**src/rtl/tsrp_pkg.sv**
```systemverilog
// Shared types and constants for the tab-separated record parser.
package tsrp_pkg;

   localparam int MAX_ENTRIES = 32;
   localparam int TITLE_CAP   = 31;
   localparam int VALUE_CAP   = 62;
   localparam int QUEUE_DEPTH = 4;

   localparam logic [7:0] CH_TAB = 8'h09;
   localparam logic [7:0] CH_LF  = 8'h0A;
   localparam logic [7:0] CH_CR  = 8'h0D;

   localparam logic [1:0] KIND_TITLE  = 2'd0;
   localparam logic [1:0] KIND_VALUE  = 2'd1;
   localparam logic [1:0] KIND_COMMIT = 2'd2;
   localparam logic [1:0] KIND_DONE   = 2'd3;

   localparam logic [2:0] CSR_MASK_0 = 3'd0;
   localparam logic [2:0] CSR_MASK_1 = 3'd1;
   localparam logic [2:0] CSR_MASK_2 = 3'd2;
   localparam logic [2:0] CSR_MASK_3 = 3'd3;

   typedef enum logic [1:0] {
      PH_TITLE = 2'd0,
      PH_VALUE = 2'd1,
      PH_SKIP  = 2'd2
   } phase_type;

   typedef enum logic [2:0] {
      ST_IDLE,
      ST_BURST,
      ST_VALUE,
      ST_COMMIT,
      ST_DONE
   } back_state_type;

   // One queue entry: every action caused by one accepted byte.
   typedef struct packed {
      logic       burst;
      logic       value;
      logic       commit;
      logic       done;
      logic [4:0] index;
      logic [4:0] burst_len;
      logic [5:0] vpos;
      logic [7:0] vdata;
      logic [4:0] tlen;
      logic [5:0] vlen;
      logic [5:0] total;
   } cmd_type;

endpackage

```
**src/rtl/tsrp_front.sv**
```systemverilog
// Front end: byte classification, line state, title buffer and mask registers.
module tsrp_front (
   input  logic                   clock,
   input  logic                   reset,
   input  logic                   req_valid,
   output logic                   req_ready,
   input  logic [7:0]             req_in_byte,
   input  logic                   req_in_last,
   input  logic                   csr_valid,
   input  logic [2:0]             csr_index,
   input  logic [63:0]            csr_data,
   input  logic                   q_full,
   output logic                   q_push,
   output tsrp_pkg::cmd_type      q_cmd,
   input  logic                   burst_finish,
   input  logic [4:0]             title_rd_idx,
   output logic [7:0]             title_rd_data
);

   logic [63:0]         mask_ff [4];
   logic [7:0]          tbuf_ff [tsrp_pkg::TITLE_CAP];
   tsrp_pkg::phase_type phase_ff, phase_in;
   logic [4:0]          tf_ff, tf_in;
   logic [5:0]          vf_ff, vf_in;
   logic [5:0]          cnt_ff, cnt_in;
   logic                burst_pend_ff, burst_pend_in;
   tsrp_pkg::cmd_type   cmd;
   logic                eol, active, write_title, accept;
   logic [4:0]          mpos;
   logic [63:0]         mword;

   assign eol    = (req_in_byte == tsrp_pkg::CH_LF) || (req_in_byte == tsrp_pkg::CH_CR);
   assign active = cnt_ff < 6'(tsrp_pkg::MAX_ENTRIES);
   assign write_title = active && !eol && (phase_ff == tsrp_pkg::PH_TITLE) &&
                        (req_in_byte != tsrp_pkg::CH_TAB) &&
                        (tf_ff < 5'(tsrp_pkg::TITLE_CAP));

   // Hold title bytes while the previous title still drains from the buffer.
   assign req_ready = !q_full && !(write_title && burst_pend_ff);
   assign accept    = req_valid && req_ready;

   assign mpos  = vf_ff[4:0];
   assign mword = mask_ff[mpos[4:3]];

   assign title_rd_data = tbuf_ff[title_rd_idx];

   always_comb begin
      phase_in = phase_ff;
      tf_in    = tf_ff;
      vf_in    = vf_ff;
      cnt_in   = cnt_ff;
      cmd      = '0;
      cmd.index = cnt_ff[4:0];
      if (active) begin
         if (eol) begin
            if (phase_ff == tsrp_pkg::PH_VALUE) begin
               cmd.commit = 1'b1;
               cmd.tlen   = tf_ff;
               cmd.vlen   = vf_ff;
               cnt_in     = cnt_ff + 6'd1;
            end
            phase_in = tsrp_pkg::PH_TITLE;
            tf_in    = '0;
            vf_in    = '0;
         end else begin
            unique case (phase_ff)
               tsrp_pkg::PH_TITLE: begin
                  if (req_in_byte == tsrp_pkg::CH_TAB) begin
                     if (tf_ff == '0) begin
                        phase_in = tsrp_pkg::PH_SKIP;
                     end else begin
                        cmd.burst     = 1'b1;
                        cmd.burst_len = tf_ff;
                        phase_in      = tsrp_pkg::PH_VALUE;
                        vf_in         = '0;
                     end
                  end else if (tf_ff < 5'(tsrp_pkg::TITLE_CAP)) begin
                     tf_in = tf_ff + 5'd1;
                  end
               end
               tsrp_pkg::PH_VALUE: begin
                  if (vf_ff < 6'(tsrp_pkg::VALUE_CAP)) begin
                     cmd.value = 1'b1;
                     cmd.vpos  = vf_ff;
                     cmd.vdata = req_in_byte ^ mword[{mpos[2:0], 3'b000} +: 8];
                     vf_in     = vf_ff + 6'd1;
                  end
               end
               default: begin
                  // drop bytes until the line ends
               end
            endcase
         end
         if (req_in_last && (phase_in == tsrp_pkg::PH_VALUE) && !eol) begin
            cmd.commit = 1'b1;
            cmd.tlen   = tf_in;
            cmd.vlen   = vf_in;
            cnt_in     = cnt_ff + 6'd1;
         end
      end
      if (req_in_last) begin
         cmd.done  = 1'b1;
         cmd.total = cnt_in;
         phase_in  = tsrp_pkg::PH_TITLE;
         tf_in     = '0;
         vf_in     = '0;
         cnt_in    = '0;
      end
   end

   assign q_cmd  = cmd;
   assign q_push = accept && (cmd.burst || cmd.value || cmd.commit || cmd.done);

   always_comb begin
      burst_pend_in = burst_pend_ff;
      if (q_push && cmd.burst) begin
         burst_pend_in = 1'b1;
      end else if (burst_finish) begin
         burst_pend_in = 1'b0;
      end
   end

   always_ff @(posedge clock) begin
      if (reset) begin
         phase_ff      <= tsrp_pkg::PH_TITLE;
         tf_ff         <= '0;
         vf_ff         <= '0;
         cnt_ff        <= '0;
         burst_pend_ff <= 1'b0;
         for (int i = 0; i < 4; i++) begin
            mask_ff[i] <= '0;
         end
      end else begin
         burst_pend_ff <= burst_pend_in;
         if (accept) begin
            phase_ff <= phase_in;
            tf_ff    <= tf_in;
            vf_ff    <= vf_in;
            cnt_ff   <= cnt_in;
         end
         if (csr_valid) begin
            unique case (csr_index)
               tsrp_pkg::CSR_MASK_0: mask_ff[0] <= csr_data;
               tsrp_pkg::CSR_MASK_1: mask_ff[1] <= csr_data;
               tsrp_pkg::CSR_MASK_2: mask_ff[2] <= csr_data;
               tsrp_pkg::CSR_MASK_3: mask_ff[3] <= csr_data;
               default: begin
               end
            endcase
         end
      end
   end

   always_ff @(posedge clock) begin
      if (accept && write_title) begin
         tbuf_ff[tf_ff] <= req_in_byte;
      end
   end

endmodule

```
**src/rtl/tsrp_queue.sv**
```systemverilog
// Command queue between the front end and the result sequencer.
module tsrp_queue (
   input  logic              clock,
   input  logic              reset,
   input  logic              push,
   input  tsrp_pkg::cmd_type push_cmd,
   output logic              full,
   input  logic              pop,
   output logic              not_empty,
   output tsrp_pkg::cmd_type head_cmd
);

   localparam int PTR_W = $clog2(tsrp_pkg::QUEUE_DEPTH);

   tsrp_pkg::cmd_type slot_ff [tsrp_pkg::QUEUE_DEPTH];
   logic [PTR_W-1:0]  wr_ff, rd_ff;
   logic [PTR_W:0]    fill_ff, fill_in;

   assign full      = fill_ff == (PTR_W+1)'(tsrp_pkg::QUEUE_DEPTH);
   assign not_empty = fill_ff != '0;
   assign head_cmd  = slot_ff[rd_ff];

   always_comb begin
      fill_in = fill_ff;
      if (push && !pop) begin
         fill_in = fill_ff + 1'b1;
      end else if (pop && !push) begin
         fill_in = fill_ff - 1'b1;
      end
   end

   always_ff @(posedge clock) begin
      if (reset) begin
         wr_ff   <= '0;
         rd_ff   <= '0;
         fill_ff <= '0;
      end else begin
         fill_ff <= fill_in;
         if (push) begin
            wr_ff <= wr_ff + 1'b1;
         end
         if (pop) begin
            rd_ff <= rd_ff + 1'b1;
         end
      end
   end

   always_ff @(posedge clock) begin
      if (push) begin
         slot_ff[wr_ff] <= push_cmd;
      end
   end

endmodule

```
**src/rtl/tsrp_back.sv**
```systemverilog
// Result sequencer: expands queued commands into result transactions.
module tsrp_back (
   input  logic              clock,
   input  logic              reset,
   input  logic              q_not_empty,
   input  tsrp_pkg::cmd_type q_head,
   output logic              q_pop,
   output logic              burst_finish,
   output logic [4:0]        title_rd_idx,
   input  logic [7:0]        title_rd_data,
   output logic              rsp_valid,
   input  logic              rsp_ready,
   output logic [1:0]        rsp_kind,
   output logic [4:0]        rsp_entry_index,
   output logic [5:0]        rsp_position,
   output logic [7:0]        rsp_data_byte,
   output logic [4:0]        rsp_title_length,
   output logic [5:0]        rsp_value_length,
   output logic [5:0]        rsp_entry_total,
   output logic              rsp_parse_ok,
   output logic              rsp_last_of_run
);

   tsrp_pkg::back_state_type state_ff, state_in, follow;
   tsrp_pkg::cmd_type        cmd_ff, cmd_in;
   logic [4:0]               pos_ff, pos_in;
   logic                     out_free, load, step_end;
   logic                     rsp_valid_ff;
   logic [1:0]               kind_ff, kind_in;
   logic [4:0]               idx_ff, idx_in;
   logic [5:0]               posn_ff, posn_in;
   logic [7:0]               data_ff, data_in;
   logic [4:0]               tlen_ff, tlen_in;
   logic [5:0]               vlen_ff, vlen_in;
   logic [5:0]               total_ff, total_in;
   logic                     ok_ff, ok_in;
   logic                     lor_ff, lor_in;

   // Next action of a command after the given one, in result order.
   function automatic tsrp_pkg::back_state_type next_action(
      input tsrp_pkg::cmd_type c,
      input tsrp_pkg::back_state_type from
   );
      tsrp_pkg::back_state_type r;
      r = tsrp_pkg::ST_IDLE;
      unique case (from)
         tsrp_pkg::ST_IDLE: begin
            if (c.burst)       r = tsrp_pkg::ST_BURST;
            else if (c.value)  r = tsrp_pkg::ST_VALUE;
            else if (c.commit) r = tsrp_pkg::ST_COMMIT;
            else if (c.done)   r = tsrp_pkg::ST_DONE;
         end
         tsrp_pkg::ST_BURST: begin
            if (c.value)       r = tsrp_pkg::ST_VALUE;
            else if (c.commit) r = tsrp_pkg::ST_COMMIT;
            else if (c.done)   r = tsrp_pkg::ST_DONE;
         end
         tsrp_pkg::ST_VALUE: begin
            if (c.commit)      r = tsrp_pkg::ST_COMMIT;
            else if (c.done)   r = tsrp_pkg::ST_DONE;
         end
         tsrp_pkg::ST_COMMIT: begin
            if (c.done)        r = tsrp_pkg::ST_DONE;
         end
         default: r = tsrp_pkg::ST_IDLE;
      endcase
      return r;
   endfunction

   assign out_free     = !rsp_valid_ff || rsp_ready;
   assign title_rd_idx = pos_ff;
   assign follow       = next_action(cmd_ff, state_ff);
   // A burst step ends only on its final title byte.
   assign step_end     = (state_ff != tsrp_pkg::ST_BURST) || (pos_ff == cmd_ff.burst_len - 5'd1);

   // Next state.
   always_comb begin
      state_in = state_ff;
      cmd_in   = cmd_ff;
      pos_in   = pos_ff;
      q_pop    = 1'b0;
      unique case (state_ff) inside
         tsrp_pkg::ST_IDLE: begin
            if (q_not_empty) begin
               q_pop    = 1'b1;
               cmd_in   = q_head;
               pos_in   = '0;
               state_in = next_action(q_head, tsrp_pkg::ST_IDLE);
            end
         end
         tsrp_pkg::ST_BURST, tsrp_pkg::ST_VALUE, tsrp_pkg::ST_COMMIT, tsrp_pkg::ST_DONE: begin
            if (out_free) begin
               if (step_end) begin
                  state_in = follow;
                  pos_in   = '0;
               end else begin
                  pos_in = pos_ff + 5'd1;
               end
            end
         end
         default: state_in = tsrp_pkg::ST_IDLE;
      endcase
   end

   // Outputs.
   always_comb begin
      load         = 1'b0;
      burst_finish = 1'b0;
      kind_in      = tsrp_pkg::KIND_TITLE;
      idx_in       = '0;
      posn_in      = '0;
      data_in      = '0;
      tlen_in      = '0;
      vlen_in      = '0;
      total_in     = '0;
      ok_in        = 1'b0;
      lor_in       = out_free && step_end && (follow == tsrp_pkg::ST_IDLE);
      unique case (state_ff)
         tsrp_pkg::ST_IDLE: begin
         end
         tsrp_pkg::ST_BURST: begin
            load         = out_free;
            burst_finish = out_free && step_end;
            kind_in      = tsrp_pkg::KIND_TITLE;
            idx_in       = cmd_ff.index;
            posn_in      = {1'b0, pos_ff};
            data_in      = title_rd_data;
         end
         tsrp_pkg::ST_VALUE: begin
            load    = out_free;
            kind_in = tsrp_pkg::KIND_VALUE;
            idx_in  = cmd_ff.index;
            posn_in = cmd_ff.vpos;
            data_in = cmd_ff.vdata;
         end
         tsrp_pkg::ST_COMMIT: begin
            load    = out_free;
            kind_in = tsrp_pkg::KIND_COMMIT;
            idx_in  = cmd_ff.index;
            tlen_in = cmd_ff.tlen;
            vlen_in = cmd_ff.vlen;
         end
         tsrp_pkg::ST_DONE: begin
            load     = out_free;
            kind_in  = tsrp_pkg::KIND_DONE;
            total_in = cmd_ff.total;
            ok_in    = cmd_ff.total != '0;
         end
         default: begin
         end
      endcase
   end

   always_ff @(posedge clock) begin
      if (reset) begin
         state_ff     <= tsrp_pkg::ST_IDLE;
         pos_ff       <= '0;
         rsp_valid_ff <= 1'b0;
      end else begin
         state_ff <= state_in;
         pos_ff   <= pos_in;
         if (out_free) begin
            rsp_valid_ff <= load;
         end
      end
   end

   always_ff @(posedge clock) begin
      cmd_ff <= cmd_in;
      if (load) begin
         kind_ff  <= kind_in;
         idx_ff   <= idx_in;
         posn_ff  <= posn_in;
         data_ff  <= data_in;
         tlen_ff  <= tlen_in;
         vlen_ff  <= vlen_in;
         total_ff <= total_in;
         ok_ff    <= ok_in;
         lor_ff   <= lor_in;
      end
   end

   assign rsp_valid        = rsp_valid_ff;
   assign rsp_kind         = kind_ff;
   assign rsp_entry_index  = idx_ff;
   assign rsp_position     = posn_ff;
   assign rsp_data_byte    = data_ff;
   assign rsp_title_length = tlen_ff;
   assign rsp_value_length = vlen_ff;
   assign rsp_entry_total  = total_ff;
   assign rsp_parse_ok     = ok_ff;
   assign rsp_last_of_run  = lor_ff;

endmodule

```
**src/rtl/tab_separated_record_parser.sv**
```systemverilog
// Top level of the tab-separated record parser.
//
//   channel  direction  ports                          transaction
//   req      in         req_valid/ready, in_byte/last  one text byte
//   rsp      out        rsp_valid/ready, 9 fields      one write, commit or done
//   csr      in         csr_valid/ready, index, data   one 64-bit mask word
//
// The front end takes one byte per cycle while the 4-entry command queue has room.
// The sequencer pops a command only while idle, then emits its results in order, each
// held until rsp accepts it: the title bytes of a tab, a value byte, commit, done.
// Title bytes of a new line wait until the previous title burst has drained.
// Reset is synchronous and clears line state, entry count, queue and mask words.
// A stalled rsp side fills the queue and then stalls req; csr is always ready.
module tab_separated_record_parser (
   input  logic        clock,
   input  logic        reset,
   input  logic        req_valid,
   output logic        req_ready,
   input  logic [7:0]  req_in_byte,
   input  logic        req_in_last,
   output logic        rsp_valid,
   input  logic        rsp_ready,
   output logic [1:0]  rsp_kind,
   output logic [4:0]  rsp_entry_index,
   output logic [5:0]  rsp_position,
   output logic [7:0]  rsp_data_byte,
   output logic [4:0]  rsp_title_length,
   output logic [5:0]  rsp_value_length,
   output logic [5:0]  rsp_entry_total,
   output logic        rsp_parse_ok,
   output logic        rsp_last_of_run,
   input  logic        csr_valid,
   output logic        csr_ready,
   input  logic [2:0]  csr_index,
   input  logic [63:0] csr_data
);

   logic              q_full, q_push, q_pop, q_not_empty;
   tsrp_pkg::cmd_type q_cmd, q_head;
   logic              burst_finish;
   logic [4:0]        title_rd_idx;
   logic [7:0]        title_rd_data;

   assign csr_ready = 1'b1;

   tsrp_front u_front (
      .clock         (clock),
      .reset         (reset),
      .req_valid     (req_valid),
      .req_ready     (req_ready),
      .req_in_byte   (req_in_byte),
      .req_in_last   (req_in_last),
      .csr_valid     (csr_valid),
      .csr_index     (csr_index),
      .csr_data      (csr_data),
      .q_full        (q_full),
      .q_push        (q_push),
      .q_cmd         (q_cmd),
      .burst_finish  (burst_finish),
      .title_rd_idx  (title_rd_idx),
      .title_rd_data (title_rd_data)
   );

   tsrp_queue u_queue (
      .clock     (clock),
      .reset     (reset),
      .push      (q_push),
      .push_cmd  (q_cmd),
      .full      (q_full),
      .pop       (q_pop),
      .not_empty (q_not_empty),
      .head_cmd  (q_head)
   );

   tsrp_back u_back (
      .clock            (clock),
      .reset            (reset),
      .q_not_empty      (q_not_empty),
      .q_head           (q_head),
      .q_pop            (q_pop),
      .burst_finish     (burst_finish),
      .title_rd_idx     (title_rd_idx),
      .title_rd_data    (title_rd_data),
      .rsp_valid        (rsp_valid),
      .rsp_ready        (rsp_ready),
      .rsp_kind         (rsp_kind),
      .rsp_entry_index  (rsp_entry_index),
      .rsp_position     (rsp_position),
      .rsp_data_byte    (rsp_data_byte),
      .rsp_title_length (rsp_title_length),
      .rsp_value_length (rsp_value_length),
      .rsp_entry_total  (rsp_entry_total),
      .rsp_parse_ok     (rsp_parse_ok),
      .rsp_last_of_run  (rsp_last_of_run)
   );

endmodule

```
**config.mk**
```make
export PLATFORM = sky130hd
export DESIGN_NAME = tab_separated_record_parser
export DESIGN_NICKNAME = d
export VERILOG_FILES = /design/src/rtl/tsrp_pkg.sv /design/src/rtl/tsrp_front.sv /design/src/rtl/tsrp_queue.sv /design/src/rtl/tsrp_back.sv /design/src/rtl/tab_separated_record_parser.sv
export SDC_FILE = /design/constraint.sdc
export NUM_CORES = 1
export LEC_CHECK = 0
export ABC_AREA = 1
export BUFFER_PORTS_ARGS = -buffer_cell sky130_fd_sc_hd__buf_2
export CORE_MARGIN = 5
export CORE_UTILIZATION = 40
export DETAILED_ROUTE_END_ITERATION = 8
export MAX_ROUTING_LAYER = met4
export PLACE_DENSITY = 0.65
export SLEW_MARGIN = 15
export SYNTH_ARGS = -nofsm -noshare
export SYNTH_HDL_FRONTEND = slang
export SYNTH_SLANG_ARGS = --single-unit
```
**constraint.sdc**
```tcl
create_clock -name clock -period 3.69 [get_ports clock]
set_clock_uncertainty 0.05 [all_clocks]
set_input_delay 0.1845 -clock clock [delete_from_list [all_inputs] [get_ports clock]]
set_output_delay 0.1845 -clock clock [all_outputs]
set_load 0.02 [all_outputs]
```
## Yosys cells after proc, flatten, opt, wreduce, memory -nomap -nowiden

Memories as Yosys holds them, arrays and structs flattened. A register that Yosys moved wholly into a read port is not among the register bits.
Cells that the tools add are included.

- Bits in registers: 121
- Bits in writable memories: 684
- Bits in read-only memories: 0
- Output and inout port bits: 43
- Word-level logic and storage cells: 223
- Memories kept: 3
- Bits in latches: 0
- Bits of input ports: 81

Memories:

| memory | depth | bits a word | rd ports | clocked after Yosys merged registers in | write ports | line | RTL |
|---|---|---|---|---|---|---|---|
| u_front.mask_ff | 4 | 64 | 1 | 1 | 4 | tsrp_front.sv:20 | `logic [63:0] mask_ff [4];` |
| u_front.tbuf_ff | 31 | 8 | 1 | 1 | 1 | tsrp_front.sv:21 | `logic [7:0] tbuf_ff [tsrp_pkg::TITLE_CAP];` |
| u_queue.slot_ff | 4 | 45 | 1 | 1 | 1 | tsrp_queue.sv:15 | `tsrp_pkg::cmd_type slot_ff [tsrp_pkg::QUEUE_DEPTH];` |

- Div/mod/pow operators: 0
- $lt $le $gt $ge: 3
- Mux-type cells: 107
- Reductions and logical operators: 45
- Bitwise logic cells: 5
- $mul: 0
- Equality and inequality tests: 19
- $add $sub $neg: 9
- Shift-type cells: 1

Operators with widths:

| kind | count |
|---|---|
| $mux W64 | 4 |
| $mux W6 | 12 |
| $mux W5 | 14 |
| $shiftx A64 B7 Y8 | 1 |
| $mux W3 | 14 |
| $mux W1 | 37 |
| $mux W11 | 3 |
| $mux W30 | 1 |
| $mux W14 | 2 |
| $eq A8 B4 Y1 const B | 3 |
| $mux W2 | 12 |
| $pmux W6 S2 | 2 |
| $mux W19 | 1 |
| $logic_and A1 B1 Y1 | 16 |
| $pmux W8 S2 | 1 |
| $add A6 B1 Y6 const B | 2 |
| $eq A3 B2 Y1 const B | 4 |
| $lt A6 B6 Y1 const B | 2 |
| $pmux W3 S4 | 1 |
| $add A5 B1 Y5 const B | 2 |
| $pmux W5 S2 | 1 |
| $logic_not A3 Y1 | 3 |
| $ne A8 B4 Y1 const B | 1 |
| $reduce_bool A2 Y1 | 4 |
| 26 further kinds | 46 |

## Longest topological paths before layout

Gate-level depths: netlist of the first run.

- Word-level depth: 19
- Mapped depth: 21
- Mapped depth without buffers: 21

## By module

Synthesis of the first run repeated with hierarchy kept, for this count alone.

- Cells, all modules: 2997
- Area total of the unflattened synthesis: 34185.3 um^2

Modules (own cells, without submodules):

| module | cells an instance | area each (um^2) | sequential area each (um^2) | instances |
|---|---|---|---|---|
| tsrp_front | 2189 | 23157.2 | 15574.9 | 1 |
| tsrp_queue | 494 | 7253.2 | 5585.4 | 1 |
| tsrp_back | 312 | 3763.6 | 2732.6 | 1 |
| tab_separated_record_parser | 2 | 11.3 | 0.0 | 1 |

## Worst setup path after synthesis of the first run

OpenSTA, ideal clock, no wires.

- Path type: register -> register
- Start: reg u_front.tf_ff[0]
- End: mem u_queue.slot_ff[0][0] (netlist name) (enable)
- Setup time: 0.448 ns
- Stages on the path, launching flop included: 12
- Setup slack: -0.335 ns
- Path buffers: 0
- Required time: 3.192 ns
- Arrival time: 3.527 ns
- Clock period less this slack: 4.025 ns
- Cells stage by stage: dfxtp_1 inv_1 ha_1 inv_1 nor2_1 nor3_1 nand2_1 nor2_1 nor3_1 nand2_2 nand2_1 nor2_1

RTL lines:

| element | line | RTL |
|---|---|---|
| start: declaration | tsrp_front.sv:23 | `logic [4:0] tf_ff, tf_in;` |
| start signal: assignment | tsrp_front.sv:137 | `tf_ff <= tf_in;` |
| end: declaration | tsrp_queue.sv:15 |  |

## Worst setup path after layout of the first run

- Start: reg u_front.tf_ff[0]
- End: reg u_queue.fill_ff[2]

- Cells in the longest elaborated chain, start to end: 17
- Elaborated cells between the ends (all ways): 30
- Classes of those cells: 1 x order compare; 1 x eq/ne; 12 x mux; 16 x reduce/logical

RTL lines:

| element | line | RTL |
|---|---|---|
| $logic_not A5 Y1 | tsrp_front.sv:69 | `if (tf_ff == '0) begin` |
| $mux W2 | tsrp_front.sv:69 |  |
| $mux W2 | tsrp_front.sv:68 | `if (req_in_byte == tsrp_pkg::CH_TAB) begin` |
| $mux W2 | tsrp_front.sv:66 | `unique case (phase_ff)` |
| $mux W2 | tsrp_front.sv:55 | `if (eol) begin` |
| $mux W2 | tsrp_front.sv:54 | `if (active) begin` |
| $eq A2 B1 Y1 | tsrp_front.sv:94 | `if (req_in_last && (phase_in == tsrp_pkg::PH_VALUE) && !eol) begin` |
| $logic_and A1 B1 Y1 (2 in series) | tsrp_front.sv:94 |  |
| $mux W1 | tsrp_front.sv:94 |  |
| $mux W3 | tsrp_front.sv:54 |  |
| $logic_or A1 B1 Y1 (2 in series) | tsrp_front.sv:112 | `assign q_push = accept && (cmd.burst \|\| cmd.value \|\| cmd.commit \|\| cmd.done);` |
| $logic_and A1 B1 Y1 (*) | tsrp_front.sv:112 |  |
| named net q_push | tab_separated_record_parser.sv:38 | `logic q_full, q_push, q_pop, q_not_empty;` |
| $logic_not A1 Y1 | tsrp_queue.sv:27 | `end else if (pop && !push) begin` |
| $logic_and A1 B1 Y1 | tsrp_queue.sv:27 |  |
| $reduce_bool A2 Y1 (no source line) | -- |  |
| end signal: assignment | tsrp_queue.sv:38 | `fill_ff <= fill_in;` |
| end: declaration | tsrp_queue.sv:17 | `logic [PTR_W:0] fill_ff, fill_in;` |

The timed path passes the listed nets; every way through them passes the cells marked *. The select of a mux whose other input is x is not followed.
A chain may end at the register's enable or synchronous reset.

==> impl_metrics.py, run 1 <==
metrics = {
    "critical_path": {
        "critPathSlowestCell": "dfxtp_1",
        "cp-start-kind": "flop",
        "cp-end-kind": "flop",
        "critical_path.max_stage_delay_ns": 0.42,
        "worstPathCellList": "inv_1, ha_1, nand4_1, nand3_2, nand2_1, nand2_2, o21ai_4, nand2_4, nand2_2, nand2_1, inv_1, ha_1, inv_1, fa_1, nor2_1, nor2_1, nand2_1, o21ai_0, a21oi_1",
        "critPathMaxFanout": 13,
        "crit_type": "flop to flop",
        "timing.rr.start": "u_front.tf_ff[0]$_SDFFE_PP0P_",
        "worst_r2r_path_depth": 19,
        "crit_required_ns": 4.22,
        "critPathArrivalTime_ns": 3.75,
        "r2r_slack_ns": 0.47,
        "reg2reg_to": "u_queue.fill_ff[2]$_SDFFE_PP0P_",
    },
    "routing": {
        "drc": 0,
        "ant_nets": 0,
        "drt-vias-per-instance": 5.321,
        "drt-total-wl_um": 86950,
        "drt_iter0_drc": 2172,
        "vias": 23223,
        "wl_per_cell_um": 19.92,
        "dr.pass1.iters": 7,
    },
    "logic_synthesis": {
        "synth-warning-count": 0,
        "synth_commonest_cells": "edfxtp_1 (769), nor2_1 (729), o21ai_0 (371)",
        "synth_area_leaders": "edfxtp_1 (68%), nor2_1 (8.1%), o21ai_0 (5.5%)",
        "syn_nets": 3076,
        "yosysMostFrequentCell": "edfxtp_1",
        "syn_area_um2": 33940,
        "yosysTopAreaCell": "edfxtp_1",
        "synth.top_cell.area_share_pct": 68.04,
        "synthCells": 2980,
        "seq_area_frac_synth_pct": 70.69,
        "ys_ff_latch": 814,
        "synth.avg_cell_area_um2": 11.39,
        "ys_types": 51,
        "synth_edf_count": 769,
        "async_reset_ff_share_pct": 0,
        "synth_flop_cell": "edfxtp_1",
    },
    "worst_hold_path": {
        "min-delay-start": "reset",
        "hold-path-endpoint": "u_queue.fill_ff[0]$_SDFFE_PP0P_",
        "hold_path_depth": 3,
        "min_path_type": "input port to flop",
    },
    "clocking": {
        "h-tree-depth": 3,
        "worstSkewPairLatency_ns": 0.65,
        "numCtsBuffers": 88,
        "cts_root_buf": "clkbuf_16",
        "cts.clk_slew.worst_paths_ns": 0.06,
        "cts_buffer_depth": 3,
        "cts_tree": "done",
        "cts_num_sinks": 814,
    },
    "timing": {
        "max_freq_mhz": 310.9,
        "finalCriticalPeriod_ns": 3.216,
        "worstMarginPinSlew_ns": 1.025,
        "timing.final.crit_share_pct": 87.16,
        "totalNegativeSetupSlack_ns": 0,
        "drv_slew": 0,
        "finalHoldViolCount": 0,
        "max_slew_margin_pct": 31.65,
        "rsz0062_at_grt": "no",
        "setup_violations": 0,
    },
    "global_routing": {
        "grt.total_usage_pct": 19.28,
        "antenna_found_initial": 1,
        "overflow": 0,
        "grt_pass1_vias": 22617,
        "grt_max_degree": 129,
        "grt_pass1_wl_um": 132100,
    },
    "placed_design": {
        "gp_congestion": 0.9098,
        "port_buffers": 122,
        "hpwl_um": 52680,
    },
    "power_and_ir_drop": {
        "p_leak_nw": 14.32,
        "total_power_w": 0.02569,
        "ir_worst_vdd_mv": 0.3891,
        "cellPowerDensity_nw_per_um2": 649.7,
    },
    "layout": {
        "syn2layout_area_growth_pct": 16.48,
        "layout-drive-gt1-share_pct": 12.02,
        "final_nets": 3253,
        "fillCellCount": 7509,
    },
    "die": {
        "start_util_pct": 40.43,
        "dieArea_um2": 90780,
        "die_h_um": 301.3,
        "ios": 124,
        "die_w_um": 301.3,
        "rows": 106,
        "core_area_um2": 83950,
    },
    "outcome": {
        "status": "finished clean",
    },
    "flow_run": {
        "drv_cap": 0,
    },
}
## cell usage in the layout, fill, tap and decap left out, drive strengths merged, types with 10 or more instances in the layout
cell type and n:
edfxtp 769, o22ai 130, nand4 26, dlygate4sd3 69, ha 14, nor2 735, dfxtp 45, o21ai 384
o221ai 26, clkbuf 110, nor3 13, inv 193, buf 189, o211ai 19, nand2 254, a211oi 10
nand3 83, clkinv 42, a21oi 75
## sequential cells by signal (all words and copies together), names as in the netlist, 8 cells and up, named ones only
name and cells:
u_queue.slot_ff 180, u_front.mask_ff 256, u_front.tbuf_ff 248, u_back.rsp_data_byte 8
u_back.cmd_ff 45
## metal layers
layer  vias up  wire length, µm  track usage [%]
met4         0             2778            6.066
li1      10890                -                -
met1     11232            35510            24.86
met5         -                0                -
met2       929            42230            31.53
met3       172             6434            3.240
## how the worst max path moves through the flow
stage,startpoint,slack [ns],endpoint
after global placement,u_front.tf_ff[0]$_SDFFE_PP0P_,0.60,u_queue.fill_ff[2]$_SDFFE_PP0P_
final,u_front.tf_ff[0]$_SDFFE_PP0P_,0.47,u_queue.fill_ff[2]$_SDFFE_PP0P_
after CTS,u_front.tf_ff[0]$_SDFFE_PP0P_,0.51,u_queue.slot_ff[3][5]$_DFFE_PP_
after floorplan,u_front.tf_ff[0]$_SDFFE_PP0P_,-0.33,u_queue.slot_ff[0][0]$_DFFE_PP_
after global routing,u_front.tf_ff[0]$_SDFFE_PP0P_,0.21,u_queue.fill_ff[2]$_SDFFE_PP0P_
after detailed placement,req_in_byte[1],0.52,u_front.tbuf_ff[0][1]$_DFFE_PP_
## layout make-up
| class | instances | area (µm²) | share of cell area, % |
|---|---|---|---|
| flip-flops and latches | 814 | 24000 | 60.72 |
| inverters | 195 | 734.5 | 1.858 |
| multi-input cells | 1800 | 8572 | 21.68 |
| repair buffers | 258 | 1904 | 4.817 |
| clock buffers | 110 | 2325 | 5.880 |
| well taps | 1134 | 1419 | 3.589 |
| clock inverters | 52 | 574.3 | 1.453 |
| diodes | 1 | 2.502 | 0.006330 |
## through the flow
step / cells / utilization [%] / setup slack (ns) / cell area [µm²] / hold WS (ns)
after detailed placement: 4132 / 42.81 / 0.5205 / 35940 / 0.4146
after floorplan: 2980 / - / -0.3349 / 33940 / 0.2036
after global placement: 4132 / 42.81 / 0.6016 / 35940 / 0.3998
final: 4364 / 47.09 / 0.4738 / 39540 / 0.02795
after global routing: 4364 / 47.09 / 0.2074 / 39540 / 0.01484
after CTS: 4363 / 47.09 / 0.5121 / 39530 / 0.00007766
## critical path: cells and delay by family, from the launching register on
kind | cells | cell delay, ns
buffers and inverters | 3 | 0.28
adders and majority gates | 3 | 0.79
and+or+nand+nor | 10 | 1.14
DFF | 1 | 0.42
AOI/OAI and AO/OA | 3 | 0.45
## cell families after synthesis
family | count (synthesis) | synth area share, %
AOI/OAI and AO/OA | 656 | 10.89
buffers and inverters | 366 | 4.254
DFF | 814 | 70.69
and+or+nand+nor | 1117 | 13.30
adders and majority gates | 15 | 0.5751
xor gates and xnor gates | 11 | 0.2839
other | 1 | 0.01105
## report_power, final
part	switching [W]	internal (W)	total, W	leakage (nW)
Combinational	0.00374	0.00147	0.00521	5.29
Clock	0.00364	0.00509	0.00873	1.42
Sequential	0.000399	0.0113	0.0117	7.62
## timing repair
action,CTS,global route
resized for setup,0,0
hold buffers,69,0
buffers inserted,0,0
endpoints found under the hold margin,275,0
Note: power is estimated with default switching activity, not from simulation.
==> inputs of run 2 (changes only) <==
Settings changed: PLACE_DENSITY 0.65 to 0.63.
Clock period 3.69 ns to 4.17 ns, I/O delays scaled along.
==> run 2 against run 1 <==
  * Count of clock-buffer cells in the layout decreased by 8
  * Die area unchanged
  * Power decreased by 11%
  * Critical path depth unchanged
  * Critical endpoint unchanged
  * Sequential power decreased by 11%
  * Wire length increased by 1.7%
==> impl_metrics.py, run 2 (synthesis results as in run 1) <==
metrics = {
    "worst_hold_path": {
        "min_path_type": "input port to flop",
    },
    "die": {
        "start_util_pct": 40.43,
        "dieArea_um2": 90780,
        "ios": 124,
        "core_area_um2": 83950,
        "die_h_um": 301.3,
        "die_w_um": 301.3,
        "rows": 106,
    },
    "timing": {
        "drv_slew": 0,
        "timing.final.crit_share_pct": 87.24,
        "max_freq_mhz": 274.9,
        "worstMarginPinSlew_ns": 1.178,
        "worst_slack_ns": 0.5320,
        "finalCriticalPeriod_ns": 3.638,
        "finalHoldViolCount": 0,
        "setup_violations": 0,
        "totalNegativeSetupSlack_ns": 0,
        "rsz0062_at_grt": "no",
        "max_slew_margin_pct": 20.73,
    },
    "routing": {
        "drc": 0,
        "drt_iter0_drc": 2439,
        "vias": 23133,
        "drt-vias-per-instance": 5.315,
        "dr.pass1.iters": 5,
        "ant_nets": 0,
        "drt-total-wl_um": 88430,
        "wl_per_cell_um": 20.32,
    },
    "layout": {
        "top_register": "u_front.mask_ff",
        "mostFrequentLayoutCells": "edfxtp_1 (769), nor2_1 (724), o21ai_0 (371)",
        "largest_reg_flops": 256,
        "layout-drive-gt1-share_pct": 11.69,
        "top_regs": "u_front.mask_ff: 256 flops, u_front.tbuf_ff: 248 flops, u_queue.slot_ff: 180 flops",
        "final_nets": 3239,
        "final_common_cell": "edfxtp_1",
        "syn2layout_area_growth_pct": 16.15,
    },
    "clocking": {
        "cts_buffer_depth": 3,
        "postCtsResizedCells": 0,
        "cts_num_sinks": 814,
        "worstSkewPairLatency_ns": 0.65,
        "cts.clk_slew.worst_paths_ns": 0.06,
        "cts_tree": "done",
        "cts_root_buf": "clkbuf_16",
        "numCtsBuffers": 88,
        "h-tree-depth": 3,
    },
    "placed_design": {
        "port_buffers": 122,
        "hpwl_um": 53070,
        "gp_congestion": 0.8762,
        "post-place-ws_ns": 0.6685,
    },
    "global_routing": {
        "overflow": 0,
        "grt_pass1_wl_um": 133900,
        "antenna_found_initial": 3,
        "grt_pass1_vias": 22413,
        "grt.total_usage_pct": 19.60,
        "grt_max_degree": 115,
    },
    "critical_path": {
        "path_delay_family": "simple AND/OR/NAND/NOR gates",
        "cp-start-kind": "flop",
        "cp-end-kind": "flop",
        "critPathSlowestCell": "nor2_1",
        "cp_num_buf_inv": 4,
        "crit_required_ns": 4.70,
        "critPathMaxFanout": 7,
        "critical_path.max_stage_delay_ns": 0.48,
        "crit_type": "flop to flop",
        "critPathArrivalTime_ns": 4.17,
        "worstPathCellList": "inv_1, ha_1, inv_1, nor2_1, nor3_1, nand2_1, nor2_1, nor3_1, nand2_2, nand2_1, inv_1, ha_1, inv_1, fa_1, nor2_1, nor2_1, nand2_1, o21ai_0, a21oi_1",
    },
    "power_and_ir_drop": {
        "cellPowerDensity_nw_per_um2": 577.7,
        "p_leak_nw": 14.23,
        "ir_worst_vdd_mv": 0.3798,
    },
    "outcome": {
        "status": "finished clean",
    },
    "flow_run": {
        "drv_cap": 0,
    },
}
## run 2: cell count changes in the layout (fill, tap and decap cells not counted)
cell           before  now
buf_12              8    5
dlygate4sd3_1      69   68
bufinv_16           8    9
clkinv_1           16   23
clkinvlp_4          4    9
buf_4              59   49
clkbuf_1           18   12
clkbuf_16          88   89
inv_6               3    4
clkbuf_8            4    1
clkinv_2           21   18
clkinv_8            1    0
## run 2: final cells by class
cell class | count | area [µm²]
clock inverter | 62 | 645.6
fill | 7489 | 44530
clock buffer | 102 | 2286
multi-input combinational | 1800 | 8572
inverter | 195 | 734.5
antenna | 1 | 2.502
sequential | 814 | 24000
timing repair buffer | 244 | 1759
tap | 1134 | 1419
## run 2: timing repair
| item | 4_1_cts | 5_1_grt |
|---|---|---|
| hold buffers | 68 | 0 |
| buffers inserted | 0 | 0 |
| hold endpoints to repair | 272 | 0 |
## run 2: through the flow
step	utilization (%)	instance area (µm²)	power, W	cells	hold slack, ns
3_5_place_dp	42.65	35810	0.01509	4119	0.4104
5_1_grt	46.96	39420	0.02381	4352	0.07403
6_report	46.96	39420	0.02278	4352	0.07389
2_1_floorplan	-	33940	0.01343	2980	0.2276
3_3_place_gp	42.65	35810	0.01505	4119	0.4006
4_1_cts	46.96	39420	0.02293	4351	0.02283
## run 2: final timing paths
| check | start | endpoint | slack (ns) | cells past startpoint |
|---|---|---|---|---|
| hold reg to reg | u_queue.rd_ff[1]$_SDFFE_PP0P_ | flop | 0.42 | 2 |
| setup reg to reg | u_front.tf_ff[0]$_SDFFE_PP0P_ | u_queue.fill_ff[2]$_SDFFE_PP0P_ | 0.53 | 19 |
| hold / removal | reset | u_queue.fill_ff[0]$_SDFFE_PP0P_ | 0.07 | 2 |
| setup / recovery | u_front.tf_ff[0]$_SDFFE_PP0P_ | u_queue.fill_ff[2]$_SDFFE_PP0P_ | 0.53 | 19 |
## run 2: routing by layer
layer / track usage, % / part of all wire (%) / vias to the layer above
met5: - / 0 / -
met4: 4.866 / 2.4 / 0
met3: 3.247 / 7.3 / 148
met2: 32.21 / 49 / 892
met1: 25.74 / 41 / 11238
li1: - / - / 10855
## run 2: power by group
group	switching (W)	internal, W
clock network	0.00328	0.00454
logic	0.00329	0.00129
registers	0.000333	0.0100
